==> src/pbpf_pkg.sv <==
// ----------------------------------------------------------------------------
// pbpf_pkg
// Shared types and constants for the polyline backtrack point filter.
// ----------------------------------------------------------------------------
package pbpf_pkg;

   localparam int FIELD_BITS = 32;

   typedef logic signed [FIELD_BITS-1:0] field_type;

   typedef struct packed {
      field_type x;
      field_type y;
      field_type z;
      logic      final_point;
   } point_type;

   typedef struct packed {
      logic fire;
      logic keep;
   } step_type;

endpackage

==> src/pbpf_in_stage.sv <==
// ----------------------------------------------------------------------------
// pbpf_in_stage
// Input register: holds one accepted point until the result side can advance.
// ----------------------------------------------------------------------------
module pbpf_in_stage (
   input  logic                clock,
   input  logic                reset,
   input  logic                req_valid,
   output logic                req_ready,
   input  pbpf_pkg::point_type req_point,
   input  logic                out_free,
   output logic                fire,
   output pbpf_pkg::point_type cur_point
);
   import pbpf_pkg::*;

   logic      valid_ff;
   logic      valid_in;
   point_type point_ff;
   logic      load;

   assign fire      = valid_ff && out_free;
   assign req_ready = !valid_ff || out_free;
   assign load      = req_valid && req_ready;
   assign valid_in  = load || (valid_ff && !fire);
   assign cur_point = point_ff;

   always_ff @(posedge clock) begin
      if (reset) begin
         valid_ff <= 1'b0;
      end else begin
         valid_ff <= valid_in;
      end
   end

   always_ff @(posedge clock) begin
      if (load) begin
         point_ff <= req_point;
      end
   end

endmodule

==> config.mk <==
export PLATFORM = sky130hd
export DESIGN_NAME = pbpf_in_stage
export DESIGN_NICKNAME = d
export VERILOG_FILES = /design/src/pbpf_pkg.sv /design/src/pbpf_in_stage.sv
export SDC_FILE = /design/constraint.sdc
export NUM_CORES = 1
export LEC_CHECK = 0
export ABC_AREA = 1
export BUFFER_PORTS_ARGS = -buffer_cell sky130_fd_sc_hd__clkbuf_2
export CAP_MARGIN = 20
export CORE_MARGIN = 1.5
export CORE_UTILIZATION = 43
export CTS_BUF_LIST = sky130_fd_sc_hd__clkbuf_8
export CTS_CLUSTER_DIAMETER = 40
export DETAILED_ROUTE_END_ITERATION = 8
export GPL_TIMING_DRIVEN = 0
export HOLD_SLACK_MARGIN = 0.03
export PLACE_DENSITY_LB_ADDON = 0.2
export SLEW_MARGIN = 10
export SYNTH_ARGS = -nofsm -noshare
export SYNTH_HDL_FRONTEND = slang
export SYNTH_SLANG_ARGS = --single-unit
==> constraint.sdc <==
create_clock -name clock -period 9 [get_ports clock]
set_input_delay 1.8 -clock clock [delete_from_list [all_inputs] [get_ports clock]]
set_output_delay 1.8 -clock clock [all_outputs]
set_load 0.01 [all_outputs]
; ---- Word-level counts from Yosys, hierarchy flattened
; Cells that the tools add are included.
[totals]
latch_bits = 0
ram_bits = 0
n_memories = 0
register_bits = 98
inputBits = 101
wordCells = 12
romBits = 0
[classes]
n_mux = 0
n_bitwise = 0
reduce_logical = 7
n_mul = 0
magnitude_cmp = 0
div = 0
add_sub_neg = 0
shift = 0
n_eq_ne = 0
[ops]
columns = cell, count
row1 = logical AND 1 bit, 3
row2 = zero test 1 bit, 2
row3 = logical OR 1 bit, 2

; ---- Depth between registers and ports, before layout
; Gate-level depths: netlist of the first run.
[depth]
depth_word = 4
mapped_depth = 3
mapped_depth_nobuf = 3

; ---- Least setup slack after synthesis of the first run
; OpenSTA, ideal clock, no wires.
[synth_path]
path_type = input to register
start = input port req_valid
end = register point_ff, in the netlist cur_point[0], enable pin
arrival_time_ps = 6541
cell_stages = 2
path_slack_ps = 1874
n_path_buf = 0
setup_time_ps = 584
required_ps = 8416
cell_sequence = inv_1 -> a21oi_1
[synth_between]
elab_chain_cells = 1
[synth_rtl]
columns = element, line
row1 = "start, declared", pbpf_in_stage.sv:8  ; input logic req_valid,
row2 = logical AND 1 bit, pbpf_in_stage.sv:24  ; assign load = req_valid && req_ready;
row3 = net load, pbpf_in_stage.sv:20  ; logic load;
row4 = "end signal, assigned", pbpf_in_stage.sv:38  ; point_ff <= req_point;
row5 = "end, declared", pbpf_in_stage.sv:19  ; point_type point_ff;
; The timed path passes the listed nets, and every way through them passes these cells.
; A chain may end at the register's enable or synchronous reset.

; ---- Worst setup path after layout of the first run
[layout_path]
start = input port out_free
end = output port req_ready
[layout_between]
elab_chain_cells = 1
[layout_rtl]
columns = element, line
row1 = "start, declared", pbpf_in_stage.sv:11  ; input logic out_free,
row2 = logical OR 1 bit, pbpf_in_stage.sv:23  ; assign req_ready = !valid_ff || out_free;
row3 = "end, declared", pbpf_in_stage.sv:9  ; output logic req_ready,
; Every way passes these cells.

==> reports/summary.txt, run 1 <==
status -> finished clean
Cell Rows -> 30
post-detailed-route count of antenna-violating nets -> 0
Clock Latency Late Sink -> 0.35 ns
largest net degree at the start of global routing -> 30
Critical-path top delay cell -> clkbuf_2
Net count, final -> 419
setup slack at placement -> 4.990 ns
Seq. cell area -> 2933 µm²
core region area -> 6719 µm²
DRC viols -> 0
CP required -> 7.20 ns
CTS tree -> built
DR vias/cell -> 4.437
CP endpoint kind -> output pin
Clock Skew -> 0.009257 ns
share of the yosys chip area belonging to registers -> 98.82%
DIE WIDTH -> 86.08 µm
die height -> 86.08 µm
Lkg Pwr -> 1.919 nW
CP bufs+invs -> 3
crit-path cells -> clkbuf_2, inv_1, nand2_2, clkbuf_2
CP Max Fanout -> 2
crit start category -> input port
total gr overflow -> 0
Total GRT Usage -> 15.34%
clk buf depth -> 2
synth unique cells -> 7
Initial DRT Pass Iterations -> 5
RSZ-0062 raised after global routing -> no
Syn Std Cell Area -> 2968 µm²
wire per inst -> 14.66 µm
first-pass GRT wire length -> 8252 µm
cell count after synthesis -> 105
worst min-delay path category -> register to register
TritonCTS Buffers -> 9
Worst-path clk slew -> 0.09 ns
fin crit share -> 44.46%
critical path type -> input port to output pin
Mean Syn Cell Area -> 28.27 µm²
Layout area overhead -> 45.32%
total clock sinks -> 98
most frequent cells in the layout -> 199 x clkbuf_2, 97 x edfxtp_1, 9 x clkbuf_8, 4 x inv_1
Max Slew Vio Count -> 0
vias in the first global route -> 1569
initial antenna violation count -> 0
CTS Hold Bufs -> 0
die footprint -> 7410 µm²
PortBufs -> 199
total of max-cap violations -> 0
Syn Nets -> 206
CP top delay family -> buffers and inverters
# diodes -> 0
final setup violation count -> 0
cts repair resizes -> 0
Peak VDD IR -> 0.1107 mV
CP arrival -> 2.20 ns
worst-margin pin slew -> 0.8145 ns
hold slack -> 0.5371 ns
multi-input logic area -> 35.03 µm²
fin crit period -> 4.002 ns
# fillers -> 520
Routability Congestion -> 0.6840
Vias -> 1788
Post-CTS Setup Repair Bufs -> 0
CTS Root Buffer Type -> clkbuf_8
layout cells sized above 1 -> 68.11%
Fin Setup TNS -> 0 ns
hpwl dp -> 4508 µm
Starting DRT DRC Count -> 82
Initial Util -> 44.17%
commonest non-fill, non-tap cell in the layout -> clkbuf_2
most frequent CP cell -> clkbuf_2
#FFs+latches synth -> 98
H-Tree Depth -> 3
Max Clock Freq -> 249.9 MHz
final core area utilization -> 64.19%
num ports -> 200
pwr dens -> 199.5 nW/µm²
WL final -> 5907 µm
CP max stage delay -> 0.13 ns
final worst slack -> 4.998 ns
Power Total -> 0.8605 mW
slew margin rel. -> 45.58%
Ys Warns -> 0
Fin. Hold Viols -> 0
## path summary, 6_finish.rpt
| check | slack [ns] | cells past startpoint | startpoint | endpoint |
|---|---|---|---|---|
| max | 5.00 | 4 | out_free | req_ready |
| min | 0.54 | 2 | valid_ff | valid_ff |
| max reg2reg | 7.19 | 3 | valid_ff | cur_point[24] |
| min reg2reg | 0.54 | 2 | valid_ff | valid_ff |
## per-layer routing
| layer | track usage [%] | vias to the layer above | share of wire, % |
|---|---|---|---|
| li1 | - | 843 | - |
| met2 | 26.84 | 87 | 56 |
| met1 | 17.74 | 853 | 36 |
| met3 | 5.390 | 5 | 7.2 |
| met5 | 0 | - | 0 |
| met4 | 4.839 | 0 | 0.71 |
## report_power, final
group / total, mW / internal [mW] / switching [mW]
Sequential: 0.539 / 0.533 / 0.00650
Combinational: 0.0757 / 0.0354 / 0.0403
Clock: 0.245 / 0.100 / 0.145
## tightest hold or removal path, cell delays in order, from the launching register on
cell and delay, ns:
dfxtp_1 0.36, nand2_2 0.10, a21oi_2 0.04
## cells by family (layout without fill, tap and decap cells)
kind of cell    Yosys count  after routing  synth area share [%]
flops                    98             98                 98.82
compound gates            2              2                0.4636
buf+inv                   3            221                0.3794
simple gates              2              2                0.3373
## layout make-up
| cell class | instances | share of cell area [%] |
|---|---|---|
| timing repair buffer | 202 | 24.66 |
| tap | 80 | 2.321 |
| clock inverter | 7 | 1.073 |
| clock buffer | 9 | 2.872 |
| multi-input combinational | 4 | 0.8123 |
| sequential | 98 | 68.00 |
| inverter | 3 | 0.2611 |
## cell usage after synthesis, drive strengths merged
cell type | count | area share [%]
inv | 3 | 0.38
nand2 | 2 | 0.34
dfxtp | 1 | 0.67
a21oi | 2 | 0.46
edfxtp | 97 | 98
## sequential cells by signal (all words and copies together), names as in the netlist
register   cells
cur_point     97
valid_ff       1
## through the flow
step	cells	area (µm²)
2_1_floorplan	105	2968
3_3_place_gp	384	4064
3_5_place_dp	387	4143
4_1_cts	403	4313
5_1_grt	403	4313
6_report	403	4313
No activity file was read; power rests on OpenSTA's default activity.
==> run 2: changes to the inputs <==
==> constraint.sdc (replaced) <==
create_clock -name clock -period 4.07 [get_ports clock]
set_input_delay 0.814 -clock clock [delete_from_list [all_inputs] [get_ports clock]]
set_output_delay 0.814 -clock clock [all_outputs]
set_load 0.01 [all_outputs]
==> reports/summary.txt, run 2 (synthesized netlist as in run 1, its figures left out) <==
Cell Rows -> 30 (unchanged)
most frequent cells in the layout -> 199 x clkbuf_2, 97 x edfxtp_1, 9 x clkbuf_8
slew margin rel. -> 70.29% (+25 points)
# fillers -> 499 (-4.0%)
largest net degree at the start of global routing -> 29 (-3.3%)
CP Max Fanout -> 2 (unchanged)
num ports -> 200 (unchanged)
fin crit period -> 2.045 ns
worst-margin pin slew -> 0.4447 ns (-0.3698 ns)
Vias -> 1777 (-0.62%)
DRC viols -> 0 (unchanged)
Clock Skew -> 0.006694 ns (-0.002563 ns)
vias in the first global route -> 1621 (+3.3%)
die height -> 86.08 µm (unchanged)
total of max-cap violations -> 0 (unchanged)
Starting DRT DRC Count -> 78 (-4.9%)
CP endpoint kind -> output pin
CTS Hold Bufs -> 0 (unchanged)
met3 routed WL -> 719 µm (+68%)
Routability Congestion -> 0.6723 (-1.7%)
CTS Root Buffer Type -> clkbuf_8
CP top delay family -> buffers and inverters
hpwl dp -> 4310 µm (-4.4%)
crit start category -> input port
layout cells sized above 1 -> 67.80% (-0.31 points)
max FFs per register -> 97 (unchanged)
initial antenna violation count -> 0 (unchanged)
CP arrival -> 1.23 ns (-0.97 ns)
routed wl met2 -> 2807 µm (-15%)
CTS tree -> built
total gr overflow -> 0 (unchanged)
Net count, final -> 420 (+0.24%)
Critical-path top delay cell -> clkbuf_2
Power Total -> 1.883 mW (+120%)
Clock Latency Late Sink -> 0.35 ns (about the same)
PortBufs -> 199 (unchanged)
critical path type -> input port to output pin
pwr dens -> 434.3 nW/µm² (+120%)
CP required -> 3.26 ns (-3.94 ns)
Initial DRT Pass Iterations -> 4 (-1)
status -> finished clean
H-Tree Depth -> 3 (unchanged)
uppermost layer routed -> met4
Peak VDD IR -> 0.2680 mV (+140%)
Fin Setup TNS -> 0 ns (unchanged)
Initial Util -> 44.17% (unchanged)
CP max stage delay -> 0.14 ns (about the same)
die footprint -> 7410 µm² (unchanged)
CP bufs+invs -> 3 (unchanged)
wire per inst -> 13.88 µm (-5.3%)
core region area -> 6719 µm² (unchanged)
Total GRT Usage -> 15.13% (-0.21 points)
Worst-path clk slew -> 0.08 ns (about the same)
Max Clock Freq -> 488.9 MHz
# diodes -> 0 (unchanged)
Layout area overhead -> 46.12%
first-pass GRT wire length -> 8031 µm (-2.7%)
TritonCTS Buffers -> 9 (unchanged)
Max Slew Vio Count -> 0 (unchanged)
commonest non-fill, non-tap cell in the layout -> clkbuf_2
Post-CTS Setup Repair Bufs -> 0 (unchanged)
final core area utilization -> 64.54% (+0.35 points)
final setup violation count -> 0 (unchanged)
WL final -> 5595 µm (-5.3%)
fin crit share -> 50.25%
Lkg Pwr -> 1.920 nW (about the same)
cts repair resizes -> 0 (unchanged)
RSZ-0062 raised after global routing -> no
DIE WIDTH -> 86.08 µm (unchanged)
M1 WL -> 1973 µm (-8.1%)
Fin. Hold Viols -> 0 (unchanged)
post-detailed-route count of antenna-violating nets -> 0 (unchanged)
DR vias/cell -> 4.409 (-0.62%)
most frequent CP cell -> clkbuf_2
total clock sinks -> 98 (unchanged)
crit-path cells -> clkbuf_2, inv_1, nand2_2, clkbuf_2
worst min-delay path category -> register to register
clk buf depth -> 2 (unchanged)
## run 2: changes by cell type in the layout (fill, tap and decap cells not counted)
cell	delta
buf_16	+2
inv_1	-1
inv_6	-1
clkinv_2	-1
clkinv_1	+2
buf_12	-1
clkinv_4	-1
clkinvlp_4	+1
## run 2: layout make-up
| cell class | instances | area [µm²] | share of cell area [%] |
|---|---|---|---|
| flip-flops and latches | 98 | 2933 | 67.63 |
| repair buffers | 203 | 1099 | 25.33 |
| clock buffers | 9 | 123.9 | 2.856 |
| well taps | 80 | 100.1 | 2.308 |
| multi-input cells | 4 | 35.03 | 0.8078 |
| clock inverters | 6 | 35.03 | 0.8078 |
| inverters | 3 | 11.26 | 0.2597 |
## run 2: stage by stage
stage               hold slack (ns)  area (µm²)  setup slack (ns)  instances
floorplan                    0.5357        2979             1.116        105
global placement             0.5180        4075            0.4866        384
detailed placement           0.5330        4178             1.785        388
CTS                          0.5461        4337             2.025        403
global route                 0.5878        4337             1.959        403
finish                       0.5477        4337             2.025        403
## run 2: worst paths after layout
check | from | cells past startpoint | endpoint | slack [ns]
max | out_free | 4 | req_ready | 2.02
min | valid_ff | 2 | valid_ff | 0.55
max reg2reg | valid_ff | 4 | cur_point[45] | 2.42
min reg2reg | valid_ff | 2 | valid_ff | 0.55
## run 2: worst min-delay path, delay by kind of cell (launching register included)
family	cells	cell delay [ns]
AOI/OAI and AO/OA	1	0.05
and+or+nand+nor	1	0.10
DFF	1	0.36
## run 2: per-layer routing
metal	track usage [%]	up-vias
met4	7.918	0
li1	-	843
met1	16.56	810
met2	24.48	116
met3	7.315	8
met5	0	-
## run 2: report_power, final
| group | switching [mW] | leakage [nW] | internal, mW | total, mW |
|---|---|---|---|---|
| clock network | 0.306 | 0.0722 | 0.213 | 0.519 |
| logic | 0.0891 | 0.901 | 0.0828 | 0.172 |
| registers | 0.0142 | 0.947 | 1.18 | 1.19 |
