**config.mk**
```make
export PLATFORM = sky130hd
export DESIGN_NAME = pbpf_out_stage
export DESIGN_NICKNAME = d
export VERILOG_FILES = /design/src/pbpf_pkg.sv /design/src/pbpf_out_stage.sv
export SDC_FILE = /design/constraint.sdc
export NUM_CORES = 1
export LEC_CHECK = 0
export ABC_AREA = 1
export ABC_CLOCK_PERIOD_IN_PS = 2600
export BUFFER_PORTS_ARGS = -buffer_cell sky130_fd_sc_hd__buf_2
export CORE_UTILIZATION = 38
export CTS_BUF_LIST = sky130_fd_sc_hd__clkbuf_4 sky130_fd_sc_hd__clkbuf_8
export DETAILED_ROUTE_END_ITERATION = 7
export GPL_TIMING_DRIVEN = 0
export HOLD_SLACK_MARGIN = 0.06
export PLACE_DENSITY = 0.77
export SLEW_MARGIN = 25
export SYNTH_ARGS = -nofsm -noshare
export SYNTH_HDL_FRONTEND = slang
export SYNTH_SLANG_ARGS = --single-unit
```
**constraint.sdc**
```tcl
create_clock -name clock -period 2.6 [get_ports clock]
set_clock_uncertainty 0.2 [all_clocks]
set_input_delay 0.26 -clock clock [delete_from_list [all_inputs] [get_ports clock]]
set_output_delay 0.26 -clock clock [all_outputs]
set_load 0.01 [all_outputs]
```
**src/pbpf_pkg.sv**
```systemverilog
// ----------------------------------------------------------------------------
// pbpf_pkg
// Shared types and constants for the polyline backtrack point filter.
// ----------------------------------------------------------------------------
package pbpf_pkg;

   localparam int FIELD_BITS = 32;

   typedef logic signed [FIELD_BITS-1:0] field_type;

   typedef struct packed {
      field_type x;
      field_type y;
      field_type z;
      logic      final_point;
   } point_type;

   typedef struct packed {
      logic fire;
      logic keep;
   } step_type;

endpackage

```
**src/pbpf_out_stage.sv**
```systemverilog
// ----------------------------------------------------------------------------
// pbpf_out_stage
// Result register: captures each kept point and holds it until taken.
// ----------------------------------------------------------------------------
module pbpf_out_stage (
   input  logic                clock,
   input  logic                reset,
   input  pbpf_pkg::step_type  step,
   input  pbpf_pkg::point_type cur_point,
   output logic                out_free,
   output logic                rsp_valid,
   input  logic                rsp_ready,
   output pbpf_pkg::point_type rsp_point
);
   import pbpf_pkg::*;

   logic      valid_ff;
   logic      valid_in;
   point_type point_ff;
   logic      load;

   assign out_free  = !valid_ff || rsp_ready;
   assign load      = step.fire && step.keep;
   assign valid_in  = load || (valid_ff && !rsp_ready);
   assign rsp_valid = valid_ff;
   assign rsp_point = point_ff;

   always_ff @(posedge clock) begin
      if (reset) begin
         valid_ff <= 1'b0;
      end else begin
         valid_ff <= valid_in;
      end
   end

   always_ff @(posedge clock) begin
      if (load) begin
         point_ff <= cur_point;
      end
   end

endmodule

```
# Yosys cells after proc, flatten, opt, wreduce, memory -nomap -nowiden
# Index checks and enable logic that the tools add are counted.
[classes] add_sub_neg=0 n_mul=0 div_mod_pow=0 magnitude_cmp=0 eq_ne=0 n_shift=0 mux=0 bitwise_logic=0 reduce_logical=6
[ops] op="logical AND 1 bit" count=2
[ops] op="logical NOT 1 bit" count=2
[ops] op="logical OR 1 bit" count=2
[word_totals] regBits=98 latchBits=0 mem_bits_rw=0 romBits=0 inputBits=102 output_inout_bits=99 word_cells=11 n_memories=0

# Longest topological paths before layout
# Gate-level depths: netlist (run 1).
[logic_depth] word_depth=3 mapped_depth=3 ltp_nobuf=3

# Worst setup path before layout (run 1)
# OpenSTA, ideal clock, no wires.
[synth_path] path_type="input port to flip-flop" start="input port step[1] (netlist bit)" end="register point_ff, in the netlist rsp_point[0] (enable)" setup_time_ns=0.451 arrival_time_ns=2.224 t_required_ns=1.949 slack_ns=-0.274 cell_stages=2 n_path_buf=0 path_cell_list="nand2_1 -> inv_1"
[synth_between] elab_chain_len=1
[synth_rtl] element="start, declared" line="pbpf_out_stage.sv:8" rtl="input pbpf_pkg::step_type step,"
[synth_rtl] element="logical AND 1 bit" line="pbpf_out_stage.sv:23" rtl="assign load = step.fire && step.keep;"
[synth_rtl] element="via load" line="pbpf_out_stage.sv:20" rtl="logic load;"
[synth_rtl] element="end signal, assigned" line="pbpf_out_stage.sv:38" rtl="point_ff <= cur_point;"
[synth_rtl] element="end, declared" line="pbpf_out_stage.sv:19" rtl="point_type point_ff;"
# The timed path passes the listed nets, and every way through them passes these cells.
# A chain may end at the register's enable or synchronous reset.

# Worst setup path in the final report (run 1)
[layout_path] start="input port reset" end="register valid_ff (netlist: rsp_valid)"
[layout_rtl] element="start, declared" line="pbpf_out_stage.sv:7" rtl="input logic reset,"
[layout_rtl] element="end signal, assigned" line="pbpf_out_stage.sv:32" rtl="valid_ff <= valid_in;"
[layout_rtl] element="end, declared" line="pbpf_out_stage.sv:17" rtl="logic valid_ff;"
# No word-level cell between the ends.

==> reports/metrics.csv, run 1 <==
metric;value;unit
status;completed;
share of cells above drive strength 1;52.1;%
Max IR drop VDD;0.000356;V
Synth top area share;98.4;%
Clk Latency, worst-skew pair;0.34;ns
GRT Util Overall;20.8;%
Tcrit/Tclk final;56.6;%
Hold Path Sink;rsp_point[76]$_DFFE_PP_;
Mean Syn Cell Area;28.7;µm²
post-CTS setup buffer count;0;
first-pass GRT wire length;12500;µm
Hold/Removal Path Class;input port to flop;
drt via density;4.30;
Ports;201;
ANT cells;0;
most frequent cells in the layout;buf_2 (200), dlygate4sd3_1 (99), edfxtp_1 (97);
worst r2r src;rsp_valid$_SDFF_PP0_;
clk root buf;clkbuf_8;
Yosys reg bits;98;
clk slew on worst S/H paths;0.09;ns
Fin. Hold Viols;0;
Remaining Overflow, GRT;0;
Lkg Pwr;2.25;nW
setup TNS;0;ns
WL final;8110;µm
Total Power;3.20;mW
Setup violations, final;0;
Pre-Repair DR Iteration Count;6;
number of max-cap violations;0;
worst hold stages;3;
post-synthesis net count;205;
Layout fillers;474;
Worst Setup Start Kind;input port;
Final Wtd Congestion;0.723;
CP arrival;1.55;ns
maximum root-to-sink buffer count;2;
CP Capture Type;flop;
sequential area share after synthesis;99.1;%
Levels on crit path;4;
Synth Instances;103;
drc violations;0;
mapped cell area;2960;µm²
crit-path max cell delay;0.56;ns
WS Path Type;input port to flop;
Final HPWL DP;4670;µm
RSZ-0062 raised after global routing;no;
Worst R2R End;rsp_valid$_SDFF_PP0_;
WP buf/inv;3;
synth unique cells;6;
Die ar.;8140;µm²
Vias;2230;
top post-synthesis cells by area;edfxtp_1 (98%), dfxtp_1 (0.68%), a21oi_2 (0.30%);
Die W;90.2;µm
initial antenna violation count;0;
Layout area overhead;80.1;%
Critical Path Start;reset;
delay-heaviest family, CP;buffers and inverters;
Initial Util;39.9;%
largest net degree at the start of global routing;35;
multi-input logic area;18.8;µm²
f_max;0.680;GHz
H-tree Lvls;3;
Slew @ Worst Pin;0.329;ns
Routed Antenna Nets;0;
relative slew slack;78.0;%
Reg area;2930;µm²
Max Slew Vio Count;0;
Power Density;600;nW/µm²
startpoint of the worst hold path;step[1];
CTS tree;built;
Die H;90.2;µm
DP Worst Slack;0.816;ns
Final WS setup;1.13;ns
cells on worst reg2reg path;3;
row cnt;31;
final worst path period need;1.47;ns
crit-path max FO;1;
worst path required time;2.68;ns
cts bufs inserted;9;
# clock sinks;98;
Yosys top cell by area;edfxtp_1;
port bufs;200;
most used cell, CP;dlygate4sd3_1;
Initial DRC Count;60;
Syn. warnings;0;
Core Area;7410;µm²
Critical Path, Cell by Cell;dlygate4sd3_1 -> buf_2 -> a21oi_2 -> dlygate4sd3_1;
most common cell after layout, fill and taps aside;buf_2;
vias in the first global route;2472;
DR WL/cell;15.6;µm
fin nets;518;
slowest CP cell;dlygate4sd3_1;
FF-to-FF setup slack;1.26;ns
-- layout make-up --
cell class / count / share of cell area [%]
multi-input combinational: 3 / 0.352
timing repair buffer: 302 / 38.6
sequential: 98 / 55.0
clock inverter: 6 / 1.10
inverter: 2 / 0.211
clock buffer: 9 / 2.32
tap: 99 / 2.32
-- cells in the mapped netlist (all sizes together) --
| master | n |
|---|---|
| nand2 | 2 |
| a21oi | 1 |
| dfxtp | 1 |
| inv | 2 |
| edfxtp | 97 |
-- stage by stage --
| step | hold WS [ns] | util (%) | cells | area [µm²] |
|---|---|---|---|---|
| 3_5_place_dp | 0.224 | 56.1 | 405 | 4160 |
| 6_report | 0.381 | 71.9 | 519 | 5330 |
| 4_1_cts | 0.352 | 71.9 | 519 | 5330 |
| 3_3_place_gp | 0.220 | 55.2 | 402 | 4090 |
| 2_1_floorplan | 0.122 | - | 103 | 2960 |
| 5_1_grt | 0.386 | 71.9 | 519 | 5330 |
-- layer usage --
layer	up-vias	part of all wire (%)	GRT usage, %
met5	-	0	0
met4	0	2.7	8.74
met3	21	9.0	7.36
met2	136	53	37.8
met1	1038	35	21.5
li1	1035	-	-
-- what timing repair did --
| action | CTS | global route |
|---|---|---|
| setup endpoints to repair | 0 | 0 |
| hold buffers | 99 | 0 |
| hold endpoints to repair | 98 | 0 |
| resized for setup | 0 | 0 |
-- logic make-up (layout without fill, tap and decap cells) --
kind of cell | count (synthesis) | in the layout | synth area share [%]
buffers and inverters | 2 | 319 | 0.254
AOI/OAI and AO/OA | 1 | 1 | 0.296
DFF | 98 | 98 | 99.1
and+or+nand+nor | 2 | 2 | 0.338
-- power breakdown --
part           total [mW]  switching (mW)  leakage [nW]  internal [mW]
Sequential           1.88          0.0263         0.919           1.85
Combinational       0.401           0.175          1.24          0.226
Clock               0.918           0.484        0.0902          0.433
Total                3.20           0.685          2.25           2.51
-- tightest hold or removal path, delay by kind of cell --
| kind | cells | cell delay (ns) |
|---|---|---|
| buf+inv | 2 | 0.36 |
| simple gates | 1 | 0.12 |
-- flip-flops by register name, summed over array words and instances, names as in the netlist --
register and flops:
rsp_point 97, rsp_valid 1
-- worst max path at each step --
stage,endpoint
after floorplan,rsp_point[0]$_DFFE_PP_
after global placement,rsp_point[34]$_DFFE_PP_
after detailed placement,rsp_point[35]$_DFFE_PP_
after CTS,rsp_valid$_SDFF_PP0_
after global routing,rsp_valid$_SDFF_PP0_
final,rsp_valid$_SDFF_PP0_
(Power assumes the default switching activity.)
==> run 2: changes to the inputs <==
Settings changed: ABC_CLOCK_PERIOD_IN_PS 2600 to 1200.
Clock period 2.6 ns to 1.2 ns, I/O delays scaled along.
==> run 2 against run 1 <==
First-iteration DRC count is 22% higher. Register-to-register slack worse by 1.0 ns. Sequential power is 120% higher. Power is 120% higher. Core utilization is 1.3 points higher. Critical path depth is 3 lower. Die area stayed put. Clock-buffer cell count stayed put. Sequential cell count stayed put. Via count is 3.5% higher. Design area is 1.8% higher. The run now ends with hold timing, setup timing left. Worst setup slack worse by 1.2 ns.
==> reports/metrics.csv, run 2 (synthesis results as in run 1) <==
metric;value;unit;change
Core Area;7410;µm²;unchanged
Slew @ Worst Pin;0.551;ns;was 0.329 ns
Remaining Overflow, GRT;0;;unchanged
fin nets;522;;was 518
row cnt;31;;unchanged
Pre-Repair DR Iteration Count;4;;was 6
Clk Latency, worst-skew pair;0.35;ns;was 0.34 ns
post-route cell area;5430;µm²;was 5330 µm²
Power Density;1280;nW/µm²;was 600 nW/µm²
failing checks;hold timing, setup timing;;
clock network fraction of total power;28.2;%;was 28.7%
combinational power share;13.2;%;was 12.5%
Cells after DPL;405;;unchanged
hold_ws;-0.0158;ns;was 0.381 ns
Die W;90.2;µm;unchanged
status;finished with violations;;was completed
Die H;90.2;µm;unchanged
vias in the first global route;2573;;was 2472
clk root buf;clkbuf_8;;unchanged
Final Wtd Congestion;0.681;;was 0.723
share of cells above drive strength 1;53.5;%;was 52.1%
Sw Ratio;23.6;%;was 21.4%
switching pwr;1.64;mW;was 685 µW
Levels on crit path;1;;was 4
cells on worst reg2reg path;3;;unchanged
WL final;9250;µm;was 8110 µm
Hold Path Sink;rsp_valid$_SDFF_PP0_;;was rsp_point[76]$_DFFE_PP_
WS Path Type;flop to output port;;was input port to flop
Vias;2309;;was 2230
Non-Filler Instances;523;;was 519
initial antenna violation count;0;;unchanged
maximum root-to-sink buffer count;2;;unchanged
# clock sinks;98;;unchanged
Fin. Hold Viols;1;;was 0
drt via density;4.41;;was 4.30
Worst Setup Start Kind;flop;;was input port
delay-heaviest family, CP;flip-flops;;was buffers and inverters
final worst path period need;1.25;ns;
most common cell after layout, fill and taps aside;buf_2;;unchanged
Layout area overhead;83.3;%;was 80.1%
worst hold stages;5;;was 3
number of max-cap violations;0;;unchanged
Final WS setup;-0.0506;ns;was 1.13 ns
Setup violations, final;38;;was 0
Initial DRC Count;73;;was 60
port bufs;200;;unchanged
DP Worst Slack;-0.712;ns;was 0.816 ns
cell-internal power;5.32;mW;was 2.51 mW
Tcrit/Tclk final;104;%;
number of flip-flops in the largest register;97;;unchanged
largest net degree at the start of global routing;31;;was 35
relative slew slack;63.0;%;was 78.0%
slowest CP cell;edfxtp_1;;was dlygate4sd3_1
Cell Area, Placed;4180;µm²;was 4160 µm²
drc violations;0;;unchanged
Max Slew Vio Count;0;;unchanged
clk slew on worst S/H paths;0.10;ns;was 0.09 ns
Ports;201;;unchanged
CTS tree;built;;unchanged
Worst R2R End;rsp_valid$_SDFF_PP0_;;unchanged
DR WL/cell;17.7;µm;was 15.6 µm
Layout fillers;419;;was 474
H-tree Lvls;3;;unchanged
crit-path max FO;1;;unchanged
CP arrival;0.93;ns;was 1.55 ns
worst path required time;0.88;ns;was 2.68 ns
Max IR drop VDD;0.000717;V;was 0.000356 V
setup TNS;-0.801;ns;was 0 ns
RSZ-0062 raised after global routing;yes;;was no
Initial Util;39.9;%;unchanged
worst r2r src;rsp_valid$_SDFF_PP0_;;unchanged
Total Power;6.97;mW;was 3.20 mW
first-pass GRT wire length;13600;µm;was 12500 µm
Final HPWL DP;4790;µm;was 4670 µm
Lkg Pwr;2.29;nW;was 2.25 nW
FF-to-FF setup slack;0.23;ns;was 1.26 ns
Routed Antenna Nets;0;;unchanged
part of the power in registers;58.6;%;was 58.8%
Critical Path, Cell by Cell;buf_2;;was dlygate4sd3_1 -> buf_2 -> a21oi_2 -> dlygate4sd3_1
ANT cells;0;;unchanged
crit-path max cell delay;0.42;ns;was 0.56 ns
GRT Util Overall;23.0;%;was 20.8%
multi-input logic area;40.0;µm²;was 18.8 µm²
CP Capture Type;output port;;was flop
cts bufs inserted;9;;unchanged
Die ar.;8140;µm²;unchanged
startpoint of the worst hold path;rsp_ready;;was step[1]
f_max;0.800;GHz;
WP buf/inv;1;;was 3
Hold/Removal Path Class;input port to flop;;unchanged
Reg area;2940;µm²;was 2930 µm²
most frequent cells in the layout;buf_2 (194), dlygate4sd3_1 (99), edfxtp_1 (97);;was buf_2 (200), dlygate4sd3_1 (99), edfxtp_1 (97)
## run 2: area by class of cell
class | count | area share, %
repair buffers | 305 | 39.2
clock buffers | 9 | 2.28
clock inverters | 6 | 1.06
inverters | 2 | 0.208
flip-flops and latches | 98 | 54.1
multi-input cells | 3 | 0.738
well taps | 99 | 2.28
repair inverters | 1 | 0.0923
## run 2: worst max path at each step
stage | from | to | slack (ns)
after global placement | step[1] | rsp_point[82]$_DFFE_PP_ | -1.62
after global routing | rsp_point[70]$_DFFE_PP_ | rsp_point[70] | -0.09
final | rsp_point[17]$_DFFE_PP_ | rsp_point[17] | -0.05
after detailed placement | step[1] | rsp_point[82]$_DFFE_PP_ | -0.71
after floorplan | step[1] | rsp_point[0]$_DFFE_PP_ | -0.97
after CTS | rsp_point[71]$_DFFE_PP_ | rsp_point[71] | -0.05
## run 2: power by group through the flow
| stage | combinational, mW | clock [mW] | sequential [mW] |
|---|---|---|---|
| after floorplan | 0.0543 | 0 | 4.28 |
| after global placement | 0.569 | 0 | 4.14 |
| after detailed placement | 0.613 | 0 | 4.14 |
| after CTS | 0.868 | 2.00 | 4.07 |
| after global routing | 0.973 | 2.14 | 4.10 |
| final | 0.920 | 1.96 | 4.08 |
## run 2: what timing repair did
item / in CTS / in global routing
endpoints found under the hold margin: 98 / 1
setup endpoints to repair: 124 / 96
gates resized for setup: 2 / 8
cloned: 1 / 0
buffers inserted: 2 / 1
pin swaps: 1 / 0
hold buffers: 98 / 1
## run 2: metrics by stage
step           util (%)  hold slack [ns]
6_report           73.2          -0.0158
5_1_grt            73.2          -0.0178
4_1_cts            72.5           -0.174
3_5_place_dp       56.4           0.0825
3_3_place_gp       55.4           0.0835
2_1_floorplan         -          -0.0176
## run 2: metal layers
| layer | routed length (µm) | up-vias | track usage, % | part of all wire [%] |
|---|---|---|---|---|
| met5 | 0 | - | 0 | 0 |
| met3 | 638 | 26 | 5.58 | 6.9 |
| met1 | 3210 | 1088 | 24.6 | 35 |
| met4 | 355 | 0 | 11.7 | 3.8 |
| li1 | - | 1044 | - | - |
| met2 | 5050 | 151 | 42.0 | 55 |
